File: config.mk
export PLATFORM = sky130hd
export DESIGN_NAME = morse_pulse_decoder_core
export DESIGN_NICKNAME = d
export VERILOG_FILES = /design/src/mpd_pkg.sv /design/src/morse_pulse_decoder_core.sv /design/src/mpd_front.sv /design/src/mpd_fifo.sv /design/src/mpd_back.sv
export SDC_FILE = /design/constraint.sdc
export NUM_CORES = 1
export LEC_CHECK = 0
export ABC_AREA = 1
export BUFFER_PORTS_ARGS = -buffer_cell sky130_fd_sc_hd__buf_4
export CAP_MARGIN = 20
export CORE_ASPECT_RATIO = 0.8
export CORE_MARGIN = 1
export CORE_UTILIZATION = 30
export DETAILED_ROUTE_END_ITERATION = 10
export PLACE_DENSITY = 0.5
export SLEW_MARGIN = 20
export SYNTH_ARGS = -nofsm -noshare
export SYNTH_HDL_FRONTEND = slang
export SYNTH_SLANG_ARGS = --single-unit
export TNS_END_PERCENT = 100
File: constraint.sdc
create_clock -name i_clk -period 5.2 [get_ports i_clk]
set_input_delay 0.26 -clock i_clk [delete_from_list [all_inputs] [get_ports i_clk]]
set_output_delay 0.26 -clock i_clk [all_outputs]
set_load 0.02 [all_outputs]
File: src/mpd_pkg.sv
// Shared types, constants and the Morse code table of the pulse decoder.
package mpd_pkg;

    localparam int unsigned MAX_SYMBOLS_DEF = 5;
    localparam int unsigned FIFO_DEPTH_DEF  = 2;

    localparam int unsigned TIME_W    = 32;
    localparam int unsigned CHAR_W    = 7;
    localparam int unsigned CODE_BITS = 5;
    localparam int unsigned LEN_BITS  = 3;
    localparam int unsigned CODE_MAX_LEN = 5;

    localparam int unsigned APB_ADDR_W = 4;
    localparam int unsigned APB_DATA_W = 32;

    localparam logic [1:0] REG_DOT_MIN    = 2'd0;
    localparam logic [1:0] REG_DOT_MAX    = 2'd1;
    localparam logic [1:0] REG_LETTER_GAP = 2'd2;

    localparam logic [TIME_W-1:0] DOT_MIN_RST    = 32'd1875;
    localparam logic [TIME_W-1:0] DOT_MAX_RST    = 32'd12500;
    localparam logic [TIME_W-1:0] LETTER_GAP_RST = 32'd25000;

    typedef struct packed {
        logic [TIME_W-1:0] dot_min;
        logic [TIME_W-1:0] dot_max;
        logic [TIME_W-1:0] letter_gap;
    } t_cfg;

    typedef enum logic {
        CMD_SYMBOL,
        CMD_END
    } t_cmd_kind;

    typedef struct packed {
        t_cmd_kind kind;
        logic      dash;
    } t_cmd;

    typedef struct packed {
        logic              hit;
        logic [CHAR_W-1:0] ascii;
    } t_lookup;

    // symbol i of a code sits in bit i: dot 0, dash 1
    function automatic t_lookup morse_lookup(input logic [LEN_BITS-1:0]  len,
                                             input logic [CODE_BITS-1:0] bits);
        t_lookup res;
        res.hit = 1'b1;
        unique case ({len, bits})
            {3'd2, 5'd2}:  res.ascii = 7'd65;
            {3'd4, 5'd1}:  res.ascii = 7'd66;
            {3'd4, 5'd5}:  res.ascii = 7'd67;
            {3'd3, 5'd1}:  res.ascii = 7'd68;
            {3'd1, 5'd0}:  res.ascii = 7'd69;
            {3'd4, 5'd4}:  res.ascii = 7'd70;
            {3'd3, 5'd3}:  res.ascii = 7'd71;
            {3'd4, 5'd0}:  res.ascii = 7'd72;
            {3'd2, 5'd0}:  res.ascii = 7'd73;
            {3'd4, 5'd14}: res.ascii = 7'd74;
            {3'd3, 5'd5}:  res.ascii = 7'd75;
            {3'd4, 5'd2}:  res.ascii = 7'd76;
            {3'd2, 5'd3}:  res.ascii = 7'd77;
            {3'd2, 5'd1}:  res.ascii = 7'd78;
            {3'd3, 5'd7}:  res.ascii = 7'd79;
            {3'd4, 5'd6}:  res.ascii = 7'd80;
            {3'd4, 5'd11}: res.ascii = 7'd81;
            {3'd3, 5'd2}:  res.ascii = 7'd82;
            {3'd3, 5'd0}:  res.ascii = 7'd83;
            {3'd1, 5'd1}:  res.ascii = 7'd84;
            {3'd3, 5'd4}:  res.ascii = 7'd85;
            {3'd4, 5'd8}:  res.ascii = 7'd86;
            {3'd3, 5'd6}:  res.ascii = 7'd87;
            {3'd4, 5'd9}:  res.ascii = 7'd88;
            {3'd4, 5'd13}: res.ascii = 7'd89;
            {3'd4, 5'd3}:  res.ascii = 7'd90;
            {3'd5, 5'd30}: res.ascii = 7'd49;
            {3'd5, 5'd28}: res.ascii = 7'd50;
            {3'd5, 5'd24}: res.ascii = 7'd51;
            {3'd5, 5'd16}: res.ascii = 7'd52;
            {3'd5, 5'd0}:  res.ascii = 7'd53;
            {3'd5, 5'd1}:  res.ascii = 7'd54;
            {3'd5, 5'd3}:  res.ascii = 7'd55;
            {3'd5, 5'd7}:  res.ascii = 7'd56;
            {3'd5, 5'd15}: res.ascii = 7'd57;
            {3'd5, 5'd31}: res.ascii = 7'd48;
            default: begin
                res.hit   = 1'b0;
                res.ascii = '0;
            end
        endcase
        return res;
    endfunction

endpackage

File: src/morse_pulse_decoder_core.sv
// Morse pulse decoder top level: configuration registers and the front, queue and back ends.
//
// Input stream: one key edge per transfer. tuser carries the key level (1 press, 0 release),
// tdata the 32-bit tick count at the edge. A release turns the press width into a dot or a
// dash; a press after a gap above letter_gap_ticks ends the letter.
// Output stream: one ASCII character per decoded letter or digit; unknown, empty or
// over-long patterns give no transfer.
// Configuration over APB: dot_min_ticks at 0x0, dot_max_ticks at 0x4, letter_gap_ticks at 0x8.
// The press that ends a letter passes the queue and the back end before its character is offered.
// Throughput: one edge per cycle while the queue has room; the front end measures and compares
// combinationally, and the back end updates the pattern and performs the table look-up as it pops.
// Reset clears the times, the pattern, the queue and the output valid flag and loads the
// default thresholds. When the receiver stalls the output register holds its character, the
// back end stops and the default two-entry queue fills; the input stays ready until it is full.
module morse_pulse_decoder_core #(
    parameter int unsigned MAX_SYMBOLS = mpd_pkg::MAX_SYMBOLS_DEF,
    parameter int unsigned FIFO_DEPTH  = mpd_pkg::FIFO_DEPTH_DEF
) (
    input  logic                              i_clk,
    input  logic                              i_rst_n,
    input  logic                              i_s_axis_tvalid,
    output logic                              o_s_axis_tready,
    input  logic [mpd_pkg::TIME_W-1:0]        i_s_axis_tdata,  // [31:0] edge_time
    input  logic                              i_s_axis_tuser,  // [0] key_level
    output logic                              o_m_axis_tvalid,
    input  logic                              i_m_axis_tready,
    output logic [7:0]                        o_m_axis_tdata,  // [6:0] character, [7] zero
    input  logic                              psel,
    input  logic                              penable,
    input  logic                              pwrite,
    input  logic [mpd_pkg::APB_ADDR_W-1:0]    paddr,
    input  logic [mpd_pkg::APB_DATA_W-1:0]    pwdata,
    output logic [mpd_pkg::APB_DATA_W-1:0]    prdata,
    output logic                              pready
);
    import mpd_pkg::*;

    t_cfg              r_cfg;
    logic              cfg_write;
    logic [1:0]        reg_index;
    logic              q_ready;
    logic              q_push;
    t_cmd              q_in;
    logic              q_valid;
    logic              q_pop;
    t_cmd              q_out;
    logic [CHAR_W-1:0] out_char;

    assign pready    = 1'b1;
    assign cfg_write = psel && penable && pwrite && pready;
    assign reg_index = paddr[3:2];

    always_comb begin
        unique case (reg_index)
            REG_DOT_MIN:    prdata = r_cfg.dot_min;
            REG_DOT_MAX:    prdata = r_cfg.dot_max;
            REG_LETTER_GAP: prdata = r_cfg.letter_gap;
            default:        prdata = '0;
        endcase
    end

    always_ff @(posedge i_clk) begin
        if (!i_rst_n) begin
            r_cfg.dot_min    <= DOT_MIN_RST;
            r_cfg.dot_max    <= DOT_MAX_RST;
            r_cfg.letter_gap <= LETTER_GAP_RST;
        end else if (cfg_write) begin
            unique case (reg_index)
                REG_DOT_MIN:    r_cfg.dot_min    <= pwdata;
                REG_DOT_MAX:    r_cfg.dot_max    <= pwdata;
                REG_LETTER_GAP: r_cfg.letter_gap <= pwdata;
                default:        r_cfg            <= r_cfg;
            endcase
        end
    end

    mpd_front u_front (
        .i_clk     (i_clk),
        .i_rst_n   (i_rst_n),
        .i_valid   (i_s_axis_tvalid),
        .o_ready   (o_s_axis_tready),
        .i_level   (i_s_axis_tuser),
        .i_time    (i_s_axis_tdata),
        .i_cfg     (r_cfg),
        .i_q_ready (q_ready),
        .o_push    (q_push),
        .o_cmd     (q_in)
    );

    mpd_fifo #(
        .DEPTH (FIFO_DEPTH)
    ) u_fifo (
        .i_clk   (i_clk),
        .i_rst_n (i_rst_n),
        .i_push  (q_push),
        .i_data  (q_in),
        .o_ready (q_ready),
        .o_valid (q_valid),
        .i_pop   (q_pop),
        .o_data  (q_out)
    );

    mpd_back #(
        .MAX_SYMBOLS (MAX_SYMBOLS)
    ) u_back (
        .i_clk   (i_clk),
        .i_rst_n (i_rst_n),
        .i_valid (q_valid),
        .o_pop   (q_pop),
        .i_cmd   (q_out),
        .o_valid (o_m_axis_tvalid),
        .i_ready (i_m_axis_tready),
        .o_char  (out_char)
    );

    assign o_m_axis_tdata = {1'b0, out_char};

endmodule

File: src/mpd_front.sv
// Front end: accepts key edges, measures widths and gaps, issues symbol and end commands.
module mpd_front (
    input  logic                  i_clk,
    input  logic                  i_rst_n,
    input  logic                  i_valid,
    output logic                  o_ready,
    input  logic                  i_level,
    input  logic [mpd_pkg::TIME_W-1:0] i_time,
    input  mpd_pkg::t_cfg         i_cfg,
    input  logic                  i_q_ready,
    output logic                  o_push,
    output mpd_pkg::t_cmd         o_cmd
);
    import mpd_pkg::*;

    logic [TIME_W-1:0] r_press_time;
    logic [TIME_W-1:0] r_release_time;
    logic [TIME_W-1:0] width;
    logic [TIME_W-1:0] gap;
    logic              accept;

    assign o_ready = i_q_ready;
    assign accept  = i_valid && i_q_ready;
    assign width   = i_time - r_press_time;
    assign gap     = i_time - r_release_time;

    always_comb begin
        o_cmd.kind = i_level ? CMD_END : CMD_SYMBOL;
        o_cmd.dash = !((width > i_cfg.dot_min) && (width < i_cfg.dot_max));
        // a short gap only records the press time
        o_push     = accept && (!i_level || (gap > i_cfg.letter_gap));
    end

    always_ff @(posedge i_clk) begin
        if (!i_rst_n) begin
            r_press_time   <= '0;
            r_release_time <= '0;
        end else if (accept) begin
            if (i_level) begin
                r_press_time <= i_time;
            end else begin
                r_release_time <= i_time;
            end
        end
    end

endmodule

File: src/mpd_fifo.sv
// Short command queue between the front end and the pattern back end.
module mpd_fifo #(
    parameter int unsigned DEPTH = mpd_pkg::FIFO_DEPTH_DEF
) (
    input  logic          i_clk,
    input  logic          i_rst_n,
    input  logic          i_push,
    input  mpd_pkg::t_cmd i_data,
    output logic          o_ready,
    output logic          o_valid,
    input  logic          i_pop,
    output mpd_pkg::t_cmd o_data
);
    import mpd_pkg::*;

    localparam int unsigned PTR_W = (DEPTH > 1) ? $clog2(DEPTH) : 1;
    localparam int unsigned CNT_W = $clog2(DEPTH + 1);

    t_cmd             r_mem [DEPTH];
    logic [PTR_W-1:0] r_wr_ptr;
    logic [PTR_W-1:0] r_rd_ptr;
    logic [CNT_W-1:0] r_count;
    logic             do_push;
    logic             do_pop;

    assign o_ready = (r_count != CNT_W'(DEPTH));
    assign o_valid = (r_count != '0);
    assign o_data  = r_mem[r_rd_ptr];
    assign do_push = i_push && o_ready;
    assign do_pop  = i_pop && o_valid;

    function automatic logic [PTR_W-1:0] next_ptr(input logic [PTR_W-1:0] p);
        return (p == PTR_W'(DEPTH - 1)) ? '0 : p + PTR_W'(1);
    endfunction

    always_ff @(posedge i_clk) begin
        if (do_push) begin
            r_mem[r_wr_ptr] <= i_data;
        end
    end

    always_ff @(posedge i_clk) begin
        if (!i_rst_n) begin
            r_wr_ptr <= '0;
            r_rd_ptr <= '0;
            r_count  <= '0;
        end else begin
            if (do_push) begin
                r_wr_ptr <= next_ptr(r_wr_ptr);
            end
            if (do_pop) begin
                r_rd_ptr <= next_ptr(r_rd_ptr);
            end
            unique case ({do_push, do_pop})
                2'b10:   r_count <= r_count + CNT_W'(1);
                2'b01:   r_count <= r_count - CNT_W'(1);
                default: r_count <= r_count;
            endcase
        end
    end

endmodule

File: src/mpd_back.sv
// Back end: builds the symbol pattern, looks up letters and holds the output register.
module mpd_back #(
    parameter int unsigned MAX_SYMBOLS = mpd_pkg::MAX_SYMBOLS_DEF
) (
    input  logic                        i_clk,
    input  logic                        i_rst_n,
    input  logic                        i_valid,
    output logic                        o_pop,
    input  mpd_pkg::t_cmd               i_cmd,
    output logic                        o_valid,
    input  logic                        i_ready,
    output logic [mpd_pkg::CHAR_W-1:0]  o_char
);
    import mpd_pkg::*;

    localparam int unsigned LEN_W = $clog2(MAX_SYMBOLS + 2);

    logic [MAX_SYMBOLS-1:0] r_bits;
    logic [MAX_SYMBOLS-1:0] n_bits;
    logic [LEN_W-1:0]       r_len;
    logic [LEN_W-1:0]       n_len;
    logic                   r_valid;
    logic                   n_valid;
    logic [CHAR_W-1:0]      r_char;
    logic [CHAR_W-1:0]      n_char;
    logic                   advance;
    logic                   len_ok;
    t_lookup                found;

    assign advance = !r_valid || i_ready;
    assign o_pop   = i_valid && advance;
    assign o_valid = r_valid;
    assign o_char  = r_char;
    assign len_ok  = (r_len != '0) && (r_len <= LEN_W'(CODE_MAX_LEN));
    assign found   = morse_lookup(len_ok ? LEN_BITS'(r_len) : '0, CODE_BITS'(r_bits));

    always_comb begin
        n_bits  = r_bits;
        n_len   = r_len;
        n_char  = r_char;
        n_valid = advance ? 1'b0 : r_valid;
        if (o_pop) begin
            unique case (i_cmd.kind)
                CMD_SYMBOL: begin
                    if (r_len < LEN_W'(MAX_SYMBOLS)) begin
                        for (int i = 0; i < MAX_SYMBOLS; i++) begin
                            if (r_len == LEN_W'(i)) begin
                                n_bits[i] = i_cmd.dash;
                            end
                        end
                        n_len = r_len + LEN_W'(1);
                    end else begin
                        n_len = LEN_W'(MAX_SYMBOLS + 1);
                    end
                end
                CMD_END: begin
                    n_bits = '0;
                    n_len  = '0;
                    if (len_ok && found.hit) begin
                        n_valid = 1'b1;
                        n_char  = found.ascii;
                    end
                end
                default: begin
                    n_len = r_len;
                end
            endcase
        end
    end

    always_ff @(posedge i_clk) begin
        r_char <= n_char;
        if (!i_rst_n) begin
            r_bits  <= '0;
            r_len   <= '0;
            r_valid <= 1'b0;
        end else begin
            r_bits  <= n_bits;
            r_len   <= n_len;
            r_valid <= n_valid;
        end
    end

endmodule
==> results by stage, run 1 <==
Clocking:
- In this run the deepest clock path goes through 2 buffers.
- The number of buffers added for setup after CTS is 0.
- The number of clock buffers inserted by TritonCTS is 17.
- Counting every sink on the clock net gives about 190.
- After clock tree synthesis, the clock-pin slew on the worst setup and hold paths is around 70 ps.
- TritonCTS built the clock tree.
- The quantity of gates resized following cts is 0.
- The later pin in the worst-skew pair is clocked with a latency of 460 ps.
- Clock tree synthesis selected as its root buffer the cell clkbuf_16.
- The H-tree was split into 4 levels.

STA:
- Setup violations remaining at the end of the flow were counted as 0.
- The worst path in the final design needs a cycle of 4470 ps, including I/O delays and setup.
- The total count of hold-check failures in the final report is 0.
- The summed negative setup slack over all endpoints is 0 ps.
- The actual slew at the worst max-slew pin is between 1000 and 1500 ps.
- Timing would allow up to 224 MHz.
- Across the routed clock network, the largest skew measured is ~9 ps.
- The final number of max-transition violations came to 0.
- The worst pin sits at a relative slew slack of 32.7%.
- Setup repair after global routing left no endpoint under its margin.
- The fraction of the cycle the final worst path needs is 85.9%.

Min path:
- The worst hold endpoint is r_cfg[7]$_SDFFE_PN1P_.
- The tightest min-delay check is of the in -> reg type.
- The cell depth of the worst hold path is 3.
- The start point of the worst hold path is pwdata[7].

Pwr:
- In this run the power spent charging and discharging nets is between 2 and 2.5 mW.
- The switching share of power is 41.4%.
- The clock network burns between 20% and 30% of the power.
- The internal power contribution is 3.02 mW.
- The worst-case IR drop observed on VDD is 246 uV.
- The standby leakage power is 6.80 nW.
- Of the total power, combinational logic draws between 40% and 50%.
- In this run the power density over the cells is 331 nW/um^2.
- Sequential cells account for 31.5% of the total power.

Layout:
- 0 antenna diodes ended up in the layout.
- The area taken by multi-input logic gates is 8430 sq um.
- The net count of the finished layout is 2307.
- From synthesis to final layout, the design area changed by 14.9%.
- The flip-flop and latch area is 3810 sq um.
- The post-route netlist has 8.48% of its cells at a drive strength greater than 1.
- After filler insertion, the fill cell instance count of the layout stands at 4882.
- The number of standard cells in the layout, taps in and fillers out is 2679.

Detailed routing:
- For this block, the initial DRC count from the detailed router was 940.
- For this run, design rule violations remaining after detail routing come to 0.
- The via count of the routed design is 13.1k.
- The remaining number of nets flagged by the antenna check after routing is 0.
- The wire length per cell after detailed routing is roughly 17 um.
- The total detailed-routing wirelength is 45100 um.
- The detailed-routing iteration count for the pre-antenna-repair pass is 5.
- Using the TritonRoute via totals, the vias-per-cell ratio works out to a little under 5.

Worst setup path:
- The largest fanout of any net on the critical path is 4.
- Counting both buffers and inverters, the worst setup path holds a total of 3.
- The critical path data required time is 5550 ps.
- STA classifies the critical path endpoint as a register.
- The startpoint identified for the worst register-to-register timing path is u_front.r_release_time[2]$_SDFFE_PN0P_.
- The number of cells on the worst reg-to-reg path is 25.
- The endpoint identified for the worst register-to-register timing path is u_fifo.r_count[1]$_SDFFE_PN0P_.
- The biggest cell delay along the critical path is 410 ps.
- Data on the critical path arrives at its endpoint at slightly below 5000 ps.
- The setup slack of the worst register-to-register path is between 700 and 800 ps.
- In this design, the critical path's most frequently occurring cell is nand2_1.
- The type of origin of the critical path is a register.
- The slowest cell on the critical path is a21oi_1.
- The startpoint-to-endpoint class of the critical path is reg -> reg.
- The kind of cell with the highest combined delay along the critical path is compound AO/OA/AOI/OAI gates.

Floorplanning:
- The total area inside the core boundary comes to 44500 sq um.
- The starting density of the core is 30.5%.
- The count of standard-cell rows is 69.
- The die is 240 um wide.
- The area of the die is 46100 sq um.
- 119 I/O pins were placed.
- Measured along the y axis, the die boundary spans approximately 190 um.

Synthesis:
- The portion of the post-synthesis area used by sequential elements is 28.1%.
- Dividing the synthesized area by the synthesized cell count gives 6.85 sq um.
- Multiplexer cells account for 0% of the synthesized area.
- The most used flip-flop cell after synthesis is dfxtp_1.
- Counting flops with an async set or reset pin after synthesis yields a share of 0%.
- By area, the combinational part of the netlist is dominated by compound AO/OA/AOI/OAI gates.
- The number of nets handed over by synthesis was 2225.
- The post-synthesis share of cell area spent on full adders, half adders and majority gates is 15.6%.
- The post-synthesis xor/xnor area fraction is 3.16%.
- The area share of the largest cell type after synthesis is 25.7%.
- The instance count of the mapped netlist is 1981.
- The count of distinct cell types in the synthesized netlist is 45.
- Synthesis inferred 185 register bits.
- The area fraction in compound gates after synthesis is 24.1%.
- Ranked by total cell area, the synthesized netlist is headed by dfxtp_1 (26%), ha_1 (15%), a21oi_1 (10%).
- The summed instance area of the synthesized netlist is approximately 14000 sq um.
- The biggest area contributor in the post-synthesis netlist is dfxtp_1.
- During synthesis, Yosys emitted a total of 0 warnings.
- In this run, synthesis inferred 11 flip-flops with an integrated enable.
- After Yosys synthesis, and, or, nand and nor cells account for a little under a fifth of the synthesized area.

Outcome:
- The flow ran to the end, and the final reports show no timing, DRC or antenna violations.

Placement:
- The HPWL after detailed placement is 35900 um.
- Counting tap cells, the placed design contains a total of 2645 instances.
- The final weighted congestion of routability-driven global placement is 0.950.
- The count of buffers from port buffering is roughly 110.

GRT:
- The combined global-route utilization of all metal layers is 19.7%.
- The via count of the first global-routing pass was 11.9k.
- The first global-routing pass estimated 68900 um of wire.
- Summed over all layers, the global routing overflow is 0.
- The number of antenna violations at the first check in global routing is 0.
- Entering global routing, the biggest net connects 128 pins.

Flow run:
- The max-capacitance violation count is 0.
cell usage in the layout, fill, tap and decap left out, drive strengths merged, types with 9 or more instances in the layout:
cell type	netlist	routed
inv	292	297
o221ai	31	31
xnor2	9	9
o21ai	218	218
nand3	71	71
o211ai	22	22
edfxtp	11	11
o21bai	10	10
nand2	357	357
ha	166	166
clkbuf	52	20
dfxtp	174	174
nor3	17	17
nand4	21	21
buf	10	124
xor2	40	40
nor2	150	150
a21oi	283	283
a21o	12	12
layout make-up:
class	instances	share of cell area [%]
Tap cell	603	4.84
Timing Repair Buffer	125	6.05
Multi-Input combinational cell	1442	54.0
Sequential cell	185	24.4
Clock inverter	12	0.714
Inverter	292	7.02
Clock buffer	20	2.93
worst max-delay path by stage:
stage                                            from                             end  slack (ps)  cells past startpoint
3_5_place_dp                        i_s_axis_tdata[0]  u_fifo.r_count[1]$_SDFFE_PN0P_         680                     31
2_1_floorplan                       i_s_axis_tdata[0]  u_fifo.r_count[1]$_SDFFE_PN0P_        1550                     30
6_report       u_front.r_release_time[2]$_SDFFE_PN0P_  u_fifo.r_count[1]$_SDFFE_PN0P_         730                     25
4_1_cts        u_front.r_release_time[2]$_SDFFE_PN0P_  u_fifo.r_count[1]$_SDFFE_PN0P_         770                     25
3_3_place_gp                        i_s_axis_tdata[0]  u_fifo.r_count[1]$_SDFFE_PN0P_         650                     31
5_1_grt        u_front.r_release_time[0]$_SDFFE_PN0P_  u_fifo.r_count[1]$_SDFFE_PN0P_         340                     29
through the flow:
| step | setup WS (ps) | hold slack (ps) | utilization [%] | power [mW] | area [sq um] |
|---|---|---|---|---|---|
| finish | 731 | 30.3 | 35.0 | 5.16 | 15600 |
| detailed placement | 676 | 450 | 33.7 | 3.86 | 15000 |
| CTS | 774 | 2.07 | 35.0 | 5.20 | 15600 |
| global route | 338 | 9.20 | 35.0 | 5.58 | 15600 |
| global placement | 654 | 436 | 33.7 | 3.83 | 15000 |
| floorplan | 1550 | 359 | - | 3.19 | 13600 |
power by group through the flow:
stage,sequential [mW],clock (mW),combinational (mW)
2_1_floorplan,1.64,0,1.55
3_5_place_dp,1.66,0,2.20
4_1_cts,1.62,1.36,2.22
3_3_place_gp,1.65,0,2.18
6_report,1.62,1.32,2.22
5_1_grt,1.64,1.42,2.53
state kept, by name, summed over array words and instances, names as in the netlist, 2 cells and up, named ones only:
register	flops
r_cfg	96
u_front.r_press_time	32
u_front.r_release_time	32
u_back.o_char	7
u_back.r_bits	5
u_fifo.r_mem	4
u_back.r_len	3
u_fifo.r_count	2
cells in the mapped netlist (2+ instances only):
cell type and n:
inv_1 287, nor2_2 2, a21oi_1 280, inv_2 5, nand2_2 3, o211ai_1 22
nand2_1 353, nand3_1 70, buf_2 5, conb_1 2, o21ai_0 212, buf_1 2
nor2_1 147, o21a_1 4, o21bai_1 10, a21oi_2 3, nor4_1 6, nor3_1 16
fa_1 2, a221oi_1 2, edfxtp_1 11, clkbuf_1 52, o21ai_1 6, xnor2_1 9
o221ai_1 31, buf_4 2, ha_1 166, a21o_1 12, nand4_1 21, dfxtp_1 174
xor2_1 40, a31oi_1 7, a21boi_0 5
worst min-delay path: cells and delay by family:
| kind | cells | cell delay [ps] |
|---|---|---|
| AOI/OAI and AO/OA | 1 | 60 |
| buffers and inverters | 1 | 90 |
| and+or+nand+nor | 1 | 50 |
timing repair:
item | CTS | global route
hold buffers | 1 | 0
endpoints found under the setup margin | 0 | 0
hold endpoints to repair | 2 | 0
logic make-up after synthesis:
group | after synthesis
xor+xnor | 49
simple gates | 626
buf+inv | 354
compound gates | 597
fa+ha+maj | 168
other cells | 2
flops | 185
routing by layer:
metal	vias to the layer above	share of wire [%]	global-route usage [%]
met3	33	4.9	4.08
met4	0	1.7	4.90
met5	-	0	0
li1	6824	-	-
met1	6006	51	28.2
met2	279	43	29.9
(Power assumes the default switching activity.)
==> run 2: changes to the inputs <==
--- a/config.mk
+++ b/config.mk
@@ -12,6 +12,7 @@
 export CORE_MARGIN = 1
 export CORE_UTILIZATION = 30
 export DETAILED_ROUTE_END_ITERATION = 10
+export GPL_TIMING_DRIVEN = 0
 export PLACE_DENSITY = 0.5
 export SLEW_MARGIN = 20
 export SYNTH_ARGS = -nofsm -noshare
==> results by stage, run 2 (synthesized netlist as in run 1, its figures left out) <==
Outcome:
- The run finished with clean final reports.

Worst setup path:
- Tracing the worst setup path back leads to its startpoint at u_front.r_release_time[2]$_SDFFE_PN0P_.
- The worst setup path is captured at a register.
- The beginning of the worst register-to-register path is u_front.r_release_time[2]$_SDFFE_PN0P_.
- The worst setup path is of the reg -> reg kind.
- The worst path arrival time is 5170 ps (+350 ps).
- The largest fanout of any net on the critical path is 4 (unchanged).
- The critical path data required time is 5560 ps (about the same).
- The type of origin of the critical path is a register.

Detailed routing:
- The via count of the routed design is 13.9k (+5.6%).
- The detailed-route vias per instance is 5.08 (+3.6%).
- The violation count after the first detailed-route iteration was 1332 (+42%).
- The wire length per cell after detailed routing came to 18.6 um (+11%).
- The remaining number of nets flagged by the antenna check after routing was 0 (unchanged).
- The total detailed-routing wirelength is 50900 um (+13%).
- The detailed-routing iteration count for the pre-antenna-repair pass came to 6 (+1).
- The DRC violation count after routing is 0 (unchanged).

Layout:
- The fraction of final layout cells with drive strength greater than 1 is 7.99% (-0.49 points).
- The final layout net count is 2358 (+2.2%).
- The design area is 15800 sq um (+1.3%).
- The number of standard cells in the layout, taps in and fillers out is 2733 (+2.0%).
- The leading cell type in the layout, fill and taps excluded is nand2_1.
- In the final layout, the registers with the most flip-flops are r_cfg x96, u_front.r_press_time x32, u_front.r_release_time x32.
- The layout overhead on the synthesized area is 16.4%.
- Ranked by flip-flop count, first place goes to r_cfg.
- Leaving out fill and tap cells, the most frequent cells in the layout are nand2_1 (353), inv_1 (287), a21oi_1 (279), o21ai_0 (212), dfxtp_1 (174).
- The number of filler cells placed in the layout is 4950 (+1.4%).
- The number of flip-flops in the largest register came to 96 (unchanged).

GRT:
- The via count of the first global-routing pass was 12.5k (+4.6%).
- The total congestion overflow after global routing is 0 (unchanged).
- The first-pass GRT wire length is 76200 um (+10%).
- The number of antenna violations at the first check in global routing came to 1 (+1).
- The pin count of the biggest net entering global routing is 17 (-87%).
- The combined global-route utilization of all metal layers is 22.3% (+2.5 points).

Floorplanning:
- The area of the die came to 46100 sq um (unchanged).
- The die span in x came to 240 um (unchanged).
- The starting density of the core is 30.5% (unchanged).
- The placeable core region was 44500 sq um (unchanged).
- The count of standard-cell rows is 69 (unchanged).
- The I/O pin count was 119 (unchanged).
- The height of the die came to 192 um (unchanged).

STA:
- The worst max-slew margin expressed relative to the limit came to 28.7% (-4.0 points).
- The number of failing setup endpoints in the final timing report came to 0 (unchanged).
- The final number of max-transition violations was 0 (unchanged).
- The actual slew at the worst max-slew pin is 1070 ps (+59.2 ps).
- The fraction of the cycle the final worst path needs is 92.6% (+6.7 points).
- The time the final worst path needs with I/O delays and setup was 4820 ps (+348 ps).
- The maximum clock skew at final layout is 11.4 ps (+2.52 ps).
- Setup repair after global routing left no endpoint under its margin.
- The summed negative setup slack over all endpoints is 0 ps (unchanged).
- The total count of hold-check failures in the final report is 0 (unchanged).
- The achievable clock frequency is 208 MHz (-7.2%).

Clocking:
- The H-tree depth is 4 (unchanged).
- The CTS tree is done.
- The number of clock buffers inserted by TritonCTS is 17 (unchanged).
- The sink count of the clock tree is 185 (unchanged).
- The clock latency reported for the late side of the worst-skew pair is 470 ps (about the same).
- The clock slew seen by the registers of the worst setup and hold paths is 70 ps (about the same).
- The maximum clock insertion buffer count was 2 (unchanged).
- The number of buffers added for setup after CTS is 0 (unchanged).
- The cell at the root of the clock tree is clkbuf_16.

Placement:
- The total placed instance area is 15200 sq um (+1.1%).
- The HPWL after detailed placement is 42100 um (+17%).
- The count of buffers from port buffering is 113 (-0.88%).
- The number of instances in the placed design is 2697 (+2.0%).
- The final weighted congestion of routability-driven global placement came to 0.942 (-0.84%).

Pwr:
- The standby leakage power came to 6.84 nW (+0.65%).
- The peak supply drop is 235 uV (-4.3%).
- The power after layout is 5.31 mW (+2.9%).
- The power density relative to cell area is 336 nW/um^2 (+1.6%).

Min path:
- The worst hold-check path type is in -> reg.
- The startpoint identified for the worst hold timing path is pwdata[7].

Flow run:
- The max-capacitance violation count is 0 (unchanged).
## run 2: power breakdown
group / switching, mW / internal (mW)
Clock: 0.632 / 0.760
Sequential: 0.0666 / 1.56
Combinational: 1.52 / 0.776
## run 2: area by class of cell
type	count	area, sq um	area share, %
diodes	3	7.51	0.0475
plain buffers	62	254	1.61
clock buffers	19	433	2.74
clock inverters	13	166	1.05
inverters	292	1100	6.94
multi-input cells	1442	8420	53.3
flip-flops and latches	185	3810	24.1
well taps	603	754	4.78
repair buffers	114	858	5.43
## run 2: final timing paths
check	end	slack, ps	depth (start not counted)
worst max-delay path	u_fifo.r_count[1]$_SDFFE_PN0P_	380	22
worst min-delay path	r_cfg[7]$_SDFFE_PN1P_	30	3
worst max register to register	u_fifo.r_count[1]$_SDFFE_PN0P_	380	22
worst min register to register	u_front.r_press_time[23]$_SDFFE_PN0P_	460	2
## run 2: stage by stage
step                      worst slack (ps)  hold WS (ps)  util (%)
after global placement                 283           439      34.1
final                                  384          25.6      35.5
after detailed placement               231           451      34.1
after CTS                              317          4.41      35.4
after global routing                  38.7          19.0      35.5
after floorplan                       1550           359         -
## run 2: timing repair
item | CTS | global route
hold buffers | 1 | 0
resized for setup | 0 | 2
setup endpoints to repair | 0 | 1
endpoints found under the hold margin | 2 | 0
## run 2: critical path: stages (launching register included)
cell      delay [ps]
dfxtp_1          320
inv_1             50
ha_1             320
a21oi_1          150
nand2_1          140
a21oi_1          500
o21ai_0          300
nand2_1          120
o211ai_1         200
xor2_1           350
ha_1             320
a21oi_1          130
o21ai_0          130
nand2_1           90
nand2_1           40
a21oi_1          320
nand2_1          210
a21boi_1         270
ha_1             310
a21oi_1          110
o21ai_0          110
o21ai_0          150
a21oi_1           60
## run 2: routing by layer
layer / track usage (%) / share of wire, % / vias up
li1: - / - / 6940
met1: 32.8 / 49 / 6466
met2: 32.2 / 41 / 437
met3: 5.35 / 8.4 / 40
met4: 4.97 / 1.2 / 0
met5: 0 / 0 / -
